### src/rtl/lmv_ram.sv
// Generic single-write, single-read memory with registered read data.
module lmv_ram #(
  parameter int WIDTH = 8,
  parameter int AW    = 4
) (
  input  logic             clk,
  input  logic             we,
  input  logic [AW-1:0]    waddr,
  input  logic [WIDTH-1:0] wdata,
  input  logic [AW-1:0]    raddr,
  output logic [WIDTH-1:0] rdata
);

  logic [WIDTH-1:0] mem [2**AW];

  always_ff @(posedge clk) begin
    if (we) begin
      mem[waddr] <= wdata;
    end
  end

  always_ff @(posedge clk) begin
    rdata <= mem[raddr];
  end

endmodule

### config.mk
export PLATFORM = sky130hd
export DESIGN_NAME = lmv_ram
export DESIGN_NICKNAME = d
export VERILOG_FILES = /design/src/rtl/lmv_ram.sv
export SDC_FILE = /design/constraint.sdc
export NUM_CORES = 1
export LEC_CHECK = 0
export BUFFER_PORTS_ARGS = -buffer_cell sky130_fd_sc_hd__buf_2
export CORE_MARGIN = 10
export CORE_UTILIZATION = 35
export CTS_BUF_LIST = sky130_fd_sc_hd__clkbuf_2
export DETAILED_ROUTE_END_ITERATION = 8
export GPL_TIMING_DRIVEN = 1
export HOLD_SLACK_MARGIN = 0.12
export PLACE_DENSITY_LB_ADDON = 0.3
export SYNTH_ARGS = -nofsm -noshare
export SYNTH_HDL_FRONTEND = slang
export SYNTH_SLANG_ARGS = --single-unit
export TNS_END_PERCENT = 20
### constraint.sdc
create_clock -name clk -period 3.2 [get_ports clk]
set_input_delay 0.8 -clock clk [delete_from_list [all_inputs] [get_ports clk]]
set_output_delay 0.8 -clock clk [all_outputs]
set_load 0.02 [all_outputs]
# Word level (Yosys, flattened, before mapping)

Memory sizes are Yosys's and may differ from the RTL's. A register that Yosys moved wholly into a read port is not among the register bits.
Index checks and enable logic that the tools add are counted.
Widths: inputs -> output; s select.

Add/subtract/negate cells: 0
$mul: 0
Divide/modulo/power cells: 0
$lt $le $gt $ge: 0
Equal/unequal tests: 0
Shift operators: 0
Muxes and demuxes: 2
Bitwise operators: 0
Reduce and logical (&&, ||, !) cells: 0

Operators by type and width:

| kind   | count |
|---|---|
| $mux 1 | 2 |

Bits in registers: 0
Latch bits: 0
Memory bits (writable): 128
Memory bits (read-only): 0
Input bits: 18
Logic and storage cells: 3
Memories kept: 1

Memories:

| name | depth | width | read ports | clocked after Yosys merged registers in | write ports | RTL line | source |
|---|---|---|---|---|---|---|---|
| mem  | 16    | 8     | 1          | 1                                       | 1           | 14       | `logic [WIDTH-1:0] mem [2**AW];` |

# Longest topological paths before layout

Depth in word-level cells: 2
Mapped depth: 5
Depth with buffers taken out: 3

# Worst setup path after synthesis

Ideal clock, no wire load.

Path kind: input port to flip-flop
Start: input waddr[2]
End: memory mem[0][0], enable pin
Arrival time: 1.910 ns
Required time: 2.817 ns
Path slack: 0.907 ns
Stages: 2
Buffers on the path: 0
Path through: or3b_2 -> nor3_1

RTL lines:

| item            | RTL line | source |
|---|---|---|
| start, declared | 8        | `input logic [AW-1:0] waddr,` |
| end, declared   | 14       |  |

No word-level cell before the write port.

# Worst setup path after layout

Start: register rdata[7] (read register of mem)
End: output rdata[7]

RTL lines:

| item            | RTL line | source |
|---|---|---|
| start, declared | 11       | `output logic [WIDTH-1:0] rdata` |

No word-level cell between the ends.

==> flow_summary.toml <==
[status]
status = "completed"

[yosys]
ys.flop_type = "edfxtp_1"
yosysTopAreaCell = "edfxtp_1"
synthesis.instances = 229
async_flop_share_pct = 0
avgSynthCellArea_um2 = 22.48
synth_most_common_cell = "edfxtp_1"
synth-seq-area-share_pct = 77.78
syn_area_mm2 = 0.005147
yosysWarnings = 0
synth.distinct_cells = 19
yosys-top-cells-area = "edfxtp_1 75%, mux4_2 7.9%, mux4_1 7.1%"
ys_ff_latch = 136
yosysTopAreaCellShare_pct = 74.67
synth_common_cells = "128 x edfxtp_1, 18 x mux4_2, 16 x a22oi_1, 14 x mux4_1, 13 x nor2_1"
synth_nets = 247
synth_edf_count = 128

[cells_and_area]
nets = 299
drive_above_1_share_pct = 29.93
antenna_cells = 0
fin_area_mm2 = 0.005742
layout.cells.non_filler = 478
area_growth_pct = 11.55

[worst_setup_path]
crit_arrival_ns = 1.26
slowest_delay_ns = 0.41
r2r_cells = 3
crit_type = "reg2out"
crit_fanout = 1
r2r_slack_ns = 1.85
start_kind = "register"
r2r-start = "mem[9][5]"
critPathSlowestCell = "dfxtp_1"
path_cells = "buf_2"
crit_required_ns = 2.40
critPathTopFamily = "flip-flops"
endpoint = "rdata[7]"
crit_cells = 1
end_kind = "primary output"
path_buf_inv = 1
cp-startpoint = "rdata[7]"
rr_endpoint = "rdata[5]"

[floorplan]
die_x_um = 141.3
dieArea_mm2 = 0.01996
rows = 44
start_util_pct = 35.55
die_h_um = 141.3
ios = 26
coreArea_mm2 = 0.01448

[pwr]
vdd_drop_max_v = 0.0002402
p_per_area_mw_per_mm2 = 527.5
power_w = 0.003029
p_leak_nw = 1.921

[sta]
hold_viol_final = 0
skew_ns = 0.02795
fin_tns_setup_ns = 0
relSlewSlack_pct = 43.88
worst_slew_pin_slew_ns = 0.8386
fmax_mhz = 484.5
rsz0062_at_grt = "false"
min_period_over_period_pct = 64.50
post-route-min-period_ns = 2.064
slew_viol_final = 0
hold_ws_ns = 0.4919
setup_violations = 0

[detailed_routing]
first_pass_iters = 4
via_per_inst = 4.994
wire_per_inst_um = 21.56
wirelength_um = 10310
drc = 0
ant_nets = 0
vias = 2387
drtIter0Drc = 267

[job]
maxCapViolCount = 0

[cts]
numCtsBuffers = 17
cts_buffer_depth = 2
cts-root-buf = "clkbuf_2"
cts_sinks = 136
clk_latency_ns = 0.66
cts.htree.levels = 4
postCtsSetupBuffers = 0
cts_tree = "done"
clk_pin_slew_worst_paths_ns = 0.19
postCtsHoldBufs = 0
cts.repair.resized = 0

[grt]
first_global_vias = 2668
antenna_found_initial = 0
grt_max_degree = 29
grt_pass1_wl_um = 15970
overflow = 0
grt_use_total_pct = 11.11

[placed_design]
dpl.cell_count = 446
place_area_mm2 = 0.005564
gp_congestion = 0.6904
port_buffers = 25
dp_hpwl_um = 6532

[worst_hold_path]
hp-class = "in2reg"
==> through the flow <==
step / utilization (%) / setup slack, ns
final: 39.66 / 1.136
after floorplan: - / 0.9071
after global routing: 39.66 / 0.9550
after detailed placement: 38.43 / 0.7682
after global placement: 38.43 / 0.7879
after CTS: 39.66 / 1.049
==> flip-flops by register name, indices dropped and copies added, names as in the netlist <==
register  flops
mem         128
rdata         8
==> routing by layer <==
metal / up-vias / part of all wire [%] / GRT usage, %
li1: 1076 / - / -
met5: - / 0 / 0
met1: 1242 / 47 / 14.46
met2: 61 / 46 / 16.70
met3: 8 / 5.9 / 3.905
met4: 0 / 0.80 / 4.239
==> layout by cell type, fill, tap and decap left out, drive strengths merged <==
master  instances
nand2b          2
and2            1
mux4           32
dfxtp           8
or3b            1
buf            43
nand3           1
and2b           1
nand3b          2
nand2           9
edfxtp        128
a22oi          16
nor3            4
nor2b           1
clkbuf         23
nor2           13
clkinv          8
bufinv          1
==> cell families after synthesis <==
group | count (synthesis) | share of synthesized area (%)
simple gates | 35 | 3.184
flops | 136 | 77.78
mux | 32 | 15.02
buf+inv | 10 | 1.677
compound gates | 16 | 2.334
==> worst min-delay path by stage <==
stage                          start         to  slack, ns  cells past startpoint
final                       wdata[6]  mem[5][6]       0.49                      1
after global routing        wdata[6]  mem[5][6]       0.37                      1
after CTS                   wdata[6]  mem[0][6]       0.42                      1
after detailed placement  mem[15][3]   rdata[3]       0.66                      3
after global placement    mem[12][4]   rdata[4]       0.66                      3
after floorplan            mem[7][0]   rdata[0]       0.63                      3
==> area by class of cell <==
cell class                      count  area, um2
Clock buffer                       23      115.1
Clock inverter                      9      62.56
Fill cell                        1323       8737
Multi-Input combinational cell     83       1057
Sequential cell                   136       4004
Tap cell                          184      230.2
Timing Repair Buffer               43      272.8
==> power breakdown <==
part | internal, W | switching [W] | total, W
clock | 0.000281 | 0.000551 | 0.000833
sequential | 0.00199 | 0.0000128 | 0.00200
combinational | 0.0000785 | 0.000117 | 0.000195
total | 0.00235 | 0.000681 | 0.00303
No activity file was read; power rests on OpenSTA's default activity.
