==> config.mk <==
export PLATFORM = sky130hd
export DESIGN_NAME = lmv_scan
export DESIGN_NICKNAME = d
export VERILOG_FILES = /design/src/rtl/lmv_pkg.sv /design/src/rtl/lmv_scan.sv
export SDC_FILE = /design/constraint.sdc
export NUM_CORES = 1
export LEC_CHECK = 0
export BUFFER_PORTS_ARGS = -buffer_cell sky130_fd_sc_hd__buf_2
export CAP_MARGIN = 0
export CORE_MARGIN = 10
export CORE_UTILIZATION = 50
export CTS_CLUSTER_DIAMETER = 30
export DETAILED_ROUTE_END_ITERATION = 12
export GPL_TIMING_DRIVEN = 0
export PLACE_DENSITY = 0.84
export SLEW_MARGIN = 20
export SYNTH_ARGS = -nofsm -noshare
export SYNTH_HDL_FRONTEND = slang
export SYNTH_SLANG_ARGS = --single-unit
==> constraint.sdc <==
create_clock -name clk -period 12.75 [get_ports clk]
set_clock_uncertainty 0.05 [all_clocks]
set_input_delay 3.825 -clock clk [delete_from_list [all_inputs] [get_ports clk]]
set_output_delay 3.825 -clock clk [all_outputs]
set_load 0.03 [all_outputs]
==> src/rtl/lmv_pkg.sv <==
// Shared constants, codes and inter-module types for the label mode vote unit.
package lmv_pkg;

  localparam int GRID_U     = 256;
  localparam int GRID_V     = 128;
  localparam int SLOTS      = 32;
  localparam int CELL_TOTAL = GRID_U * GRID_V;
  localparam int CELL_AW    = $clog2(CELL_TOTAL);
  localparam int CELL_CMP_W = ((CELL_AW > 15) ? CELL_AW : 15) + 1;
  localparam int SIW        = (SLOTS > 1) ? $clog2(SLOTS) : 1;
  localparam int FILL_W     = $clog2(SLOTS + 1);
  localparam int SLOT_AW    = CELL_AW + SIW;
  localparam int LABEL_W    = 24;
  localparam int COUNT_W    = 16;
  localparam int CFG_W      = 6;
  localparam int LIM_W      = ((CFG_W > FILL_W) ? CFG_W : FILL_W) + 1;

  localparam logic [COUNT_W-1:0] COUNT_MAX = {COUNT_W{1'b1}};
  localparam logic [CFG_W-1:0]   LIM_RESET = CFG_W'(25);

  localparam logic CMD_VOTE = 1'b0;
  localparam logic CMD_READ = 1'b1;

  typedef enum logic [1:0] {
    ST_OK      = 2'd0,
    ST_EMPTY   = 2'd1,
    ST_DROPPED = 2'd2
  } status_t;

  typedef struct packed {
    logic               clear;
    logic               valid;
    logic [SIW-1:0]     idx;
    logic               vote;
    logic [LABEL_W-1:0] label;
  } scan_ctl_t;

  typedef struct packed {
    logic               match;
    logic [SIW-1:0]     match_idx;
    logic [COUNT_W-1:0] match_cnt;
    logic [LABEL_W-1:0] best_label;
    logic [COUNT_W-1:0] best_count;
  } scan_res_t;

endpackage

==> src/rtl/lmv_scan.sv <==
// Per-slot compare unit: label match, saturating bump and running maximum.
module lmv_scan import lmv_pkg::*; (
  input  logic               clk,
  input  logic               rst,
  input  scan_ctl_t          ctl,
  input  logic [LABEL_W-1:0] slot_label,
  input  logic [COUNT_W-1:0] slot_count,
  output scan_res_t          res
);

  logic               have;
  logic               hit;
  logic [COUNT_W-1:0] eff;

  // Count as it stands after this vote: bump the matching slot, hold at max.
  always_comb begin
    hit = ctl.vote && (slot_label == ctl.label);
    eff = slot_count;
    if (hit && (slot_count != COUNT_MAX)) begin
      eff = slot_count + COUNT_W'(1);
    end
  end

  always_ff @(posedge clk) begin
    if (rst || ctl.clear) begin
      have      <= 1'b0;
      res.match <= 1'b0;
    end else if (ctl.valid) begin
      have <= 1'b1;
      if (hit) begin
        res.match     <= 1'b1;
        res.match_idx <= ctl.idx;
        res.match_cnt <= eff;
      end
      // Strictly greater: earliest slot keeps ties.
      if (!have || (eff > res.best_count)) begin
        res.best_label <= slot_label;
        res.best_count <= eff;
      end
    end
  end

endmodule

Word level (Yosys, flattened, before mapping)
Cells that the tools add are included.
{"block": "totals", "regBits": 63, "input_bits": 74}
{"block": "op_classes", "add_sub_neg": 1, "n_lt_le_gt_ge": 1, "eq_ne": 2, "n_mux": 1, "bitwise": 1, "n_reduce_logical": 8}
{"cell": "$eq A24 B24 Y1", "count": 1}
{"cell": "$add A16 B1 Y16 const B", "count": 1}
{"cell": "$gt A16 B16 Y1", "count": 1}
{"cell": "$mux W16", "count": 1}
{"cell": "$ne A16 B16 Y1 const B", "count": 1}
{"cell": "$reduce_and A3 Y1", "count": 2}
{"cell": "$logic_and A1 B1 Y1", "count": 2}
{"cell": "$logic_or A1 B1 Y1", "count": 2}
{"cell": "$reduce_and A2 Y1", "count": 1}
{"cell": "$logic_not A1 Y1", "count": 1}
{"cell": "$not A1 Y1", "count": 1}

Longest topological paths before layout
{"block": "logic_depth", "ltp_word": 7, "mapped_depth": 15}

Worst setup path after synthesis
Ideal clock, no wire load.
{"block": "synth_timing", "kind": "input to register", "start": "input ctl[20] (netlist name)", "end": "register res[0] (netlist name), enable pin", "setup_time_ns": 0.451, "t_arrival_ns": 8.074, "required_time_ns": 12.249, "setup_slack_ns": 4.175, "cell_stages": 12, "path_buffers": 0, "cell_sequence": "xnor2_1 nand4_1 or4_4 nor3_4 mux2_2 ha_1 nor2b_1 o21a_1 o21ai_0 a21oi_1 o31ai_1 a21oi_1"}
{"block": "synth_between", "elab_chain_cells": 7}
{"element": "start: declaration", "line_no": "lmv_scan.sv:5", "source": "input scan_ctl_t ctl,"}
{"element": "$eq A24 B24 Y1", "line_no": "lmv_scan.sv:17", "source": "hit = ctl.vote && (slot_label == ctl.label);"}
{"element": "$logic_and A1 B1 Y1", "line_no": "lmv_scan.sv:17"}
{"element": "$logic_and A1 B1 Y1", "line_no": "lmv_scan.sv:19", "source": "if (hit && (slot_count != COUNT_MAX)) begin"}
{"element": "$mux W16", "line_no": "lmv_scan.sv:19"}
{"element": "named net eff[1]", "line_no": "lmv_scan.sv:13", "source": "logic [COUNT_W-1:0] eff;"}
{"element": "$gt A16 B16 Y1", "line_no": "lmv_scan.sv:36", "source": "if (!have || (eff > res.best_count)) begin"}
{"element": "$logic_or A1 B1 Y1", "line_no": "lmv_scan.sv:36"}
{"element": "$reduce_and A3 Y1 (no source line)"}
{"element": "end: declaration", "line_no": "lmv_scan.sv:8", "source": "output scan_res_t res"}
The timed path passes the listed nets, and every way through them passes these cells.
A chain may end at the register's enable or synchronous reset.

Worst setup path in the final report
{"block": "layout_timing", "start": "input ctl[20] (netlist name)", "end": "register res[30] (netlist name), enable pin"}
The elaborated chain is that of the path after synthesis.

==> flow_summary_export.csv <==
group,metric,value,unit
die,die-area,0.00940,mm²
logic_synthesis,yosysTopAreaCell,"edfxtp_1",
final_layout,final_cell_mix,"buf_2 (137), edfxtp_1 (61), xnor2_1 (31)",
clock_tree,cts.sinks,63,
logic_synthesis,synth_area,0.00296,mm²
sta,finalCritPeriodShare,59.7,%
sta,period_needed,7610,ps
route,detailedRoute.firstIterationViolations,61,
route,wl_met3,959,µm
clock_tree,cts_max_level,3,
logic_synthesis,synth_cells,210,
worst_setup_path,worstReg2RegStart,"res[9]",
logic_synthesis,syn_avg_cell_area,14.1,µm²
placed_design,dp.cells,421,
route,routed.top_layer,"met4",
sta,clock.fmax,131,MHz
final_layout,multi_input_area,0.00103,mm²
logic_synthesis,synth_seq_cells,63,
sta,hold_viol,0,
route,route.met2.wl,3.83,mm
route,wl_met1,2.90,mm
clock_tree,ctsHoldBuffers,0,
worst_setup_path,path_max_fanout,21,
die,pin_count,136,
sta,rsz0062_at_grt,"no",
power,power,0.475,mW
final_layout,final_common_cell,"buf_2",
logic_synthesis,synth_top_area_share,61.9,%
logic_synthesis,synth_warnings,0,
die,start_util,52.5,%
worst_setup_path,r2r_cells,9,
placed_design,place_congestion,0.847,
worst_setup_path,cp-end-kind,"register",
sta,final.setup.tns,0,ps
final_layout,area_delta_synth_final,35.5,%
route,ant_nets,0,
sta,tightest_slew,734,ps
worst_setup_path,required,12790,ps
clock_tree,tritoncts,"done",
route,wl_per_cell,17.9,µm
logic_synthesis,ys_seq_area_share,63.2,%
die,core-area,0.00564,mm²
run_status,outcome,"finished clean",
route,wl,7.85,mm
worst_setup_path,r2r-end,"res[30]",
worst_setup_path,path_class,"input port to register",
worst_setup_path,critPathArrivalTime,7650,ps
clock_tree,ctsResizeCount,0,
run,drv_cap,0,
worst_setup_path,slowest_stage,"or4_4",
final_layout,finalInstanceArea,0.00401,mm²
clock_tree,clk_latency,330,ps
worst_setup_path,max_stage_delay,570,ps
worst_hold_path,hp-class,"register to register",
worst_setup_path,crit_family,"simple AND/OR/NAND/NOR gates",
sta,holdWs,483,ps
logic_synthesis,ys_types,30,
die,die_h,96.9,µm
die,die_w,96.9,µm
worst_setup_path,path_buf_inv,2,
power,p_per_area,118,mW/mm²
clock_tree,cts_buffer_depth,2,
final_layout,layout-drive-gt1-share,46.0,%
worst_setup_path,ff2ff_setup_slack,10120,ps
die,rows,27,
global_route,grt_pass1_vias,2458,
route,drtPass1Iterations,4,
logic_synthesis,synth_nets,301,
clock_tree,numCtsBuffers,9,
global_route,antenna_found_initial,1,
worst_setup_path,crit_start,"ctl[20]",
route,drc_errors,0,
final_layout,nFillCells,386,
global_route,grt_overflow,0,
placed_design,io_buffer_count,135,
power,cellLeakagePower,1.73,nW
worst_setup_path,crit_cells,15,
global_route,grt_use_total,16.2,%
clock_tree,clockRootBuffer,"clkbuf_8",
sta,slew_viol_final,0,
final_layout,final_cells,438,
global_route,grt_max_degree,22,
clock_tree,clk_pin_slew,70,ps
placed_design,placed_area,0.00379,mm²
worst_setup_path,setup.worst_path.end,"res[30]",
power,ir_worst_vdd,94.0,µV
logic_synthesis,ys_top_cells_by_area,"edfxtp_1 (62%), xnor2_1 (9.2%), ha_1 (7.2%), nand4_1 (3.2%), xor2_1 (2.4%)",
final_layout,seq_area,0.00187,mm²
worst_setup_path,cp-start-kind,"input port",
sta,slew_headroom,51.0,%
worst_setup_path,path_cells,"buf_2 -> xnor2_1 -> nand4_1 -> or4_4 -> nor3_4 -> nand4_1 -> xnor2_1 -> ha_1 -> a21o_1 -> a21o_1 -> a21oi_1 -> nor2_1 -> nor4bb_1 -> a21oi_4 -> buf_16",
route,num_vias,2211,
clock_tree,cts_setup_buffers,0,
global_route,grt_pass1_wl,12.2,mm
route,viasPerCell,5.05,
placed_design,hpwlAfterDp,6.51,mm
sta,finalSetupViolations,0,
final_layout,nNetsFinal,451,
per-layer routing:
layer / GRT usage [%] / up-vias
li1: - / 1088
met1: 15.9 / 993
met2: 27.4 / 118
met3: 10.0 / 12
met4: 5.64 / 0
met5: 0 / -
per-stage QoR:
step           util (%)  worst slack, ps
4_1_cts            71.1             5140
6_report           71.1             5140
5_1_grt            71.1             4980
3_3_place_gp       66.0             2890
2_1_floorplan         -             4180
3_5_place_dp       67.2             4790
power breakdown:
part / internal (mW) / total (mW) / switching, mW
Clock: 0.110 / 0.189 / 0.0792
Sequential: 0.231 / 0.233 / 0.00128
Combinational: 0.0227 / 0.0524 / 0.0297
sequential cells by signal, summed over array words and instances, names as in the netlist:
name,flops
have,1
res,62
cell families (layout without fill, tap and decap cells):
| group | after synthesis | in the layout | share of synthesized area (%) |
|---|---|---|---|
| flops | 63 | 63 | 63.2 |
| fa+ha+maj | 17 | 17 | 7.18 |
| buf+inv | 19 | 174 | 2.66 |
| simple gates | 55 | 55 | 11.5 |
| compound gates | 16 | 16 | 3.47 |
| xor+xnor | 39 | 39 | 11.5 |
| other cells | 0 | 1 | 0 |
| mux | 1 | 1 | 0.380 |
worst min-delay path by stage:
| stage | startpoint | to | slack, ps | cells after the start |
|---|---|---|---|---|
| final | have | have | 480 | 1 |
| after CTS | res[61] | res[61] | 470 | 2 |
| after detailed placement | res[61] | res[61] | 460 | 2 |
| after global routing | have | have | 510 | 1 |
| after global placement | res[61] | res[61] | 450 | 2 |
| after floorplan | have | have | 400 | 1 |
worst reg2reg max path: cells and delay by family, from the launching register on:
family / cells / cell delay, ps
flops: 1 / 350
compound gates: 4 / 820
buf+inv: 2 / 310
fa+ha+maj: 1 / 310
simple gates: 2 / 550
Yosys cell counts, drive strengths merged:
library cell,count
a21o,3
a21oi,6
a31o,2
and2,2
and3,5
and4,2
buf,1
dfxtp,2
edfxtp,61
ha,17
inv,18
mux2,1
nand2,8
nand3,7
nand4,15
nor2,4
nor2b,3
nor3,3
nor4,3
nor4bb,1
o21a,2
o21ai,2
o31ai,1
or4,2
xnor2,31
xor2,8
area by class of cell:
| cell class | instances | area share, % |
|---|---|---|
| Multi-Input combinational cell | 128 | 25.6 |
| Tap cell | 72 | 2.25 |
| Clock inverter | 7 | 2.43 |
| Timing Repair Buffer | 139 | 18.0 |
| Sequential cell | 63 | 46.6 |
| Inverter | 18 | 1.68 |
| Clock buffer | 9 | 3.09 |
| Buffer | 1 | 0.281 |
| Antenna cell | 1 | 0.0624 |
No activity file was read; power rests on OpenSTA's default activity.
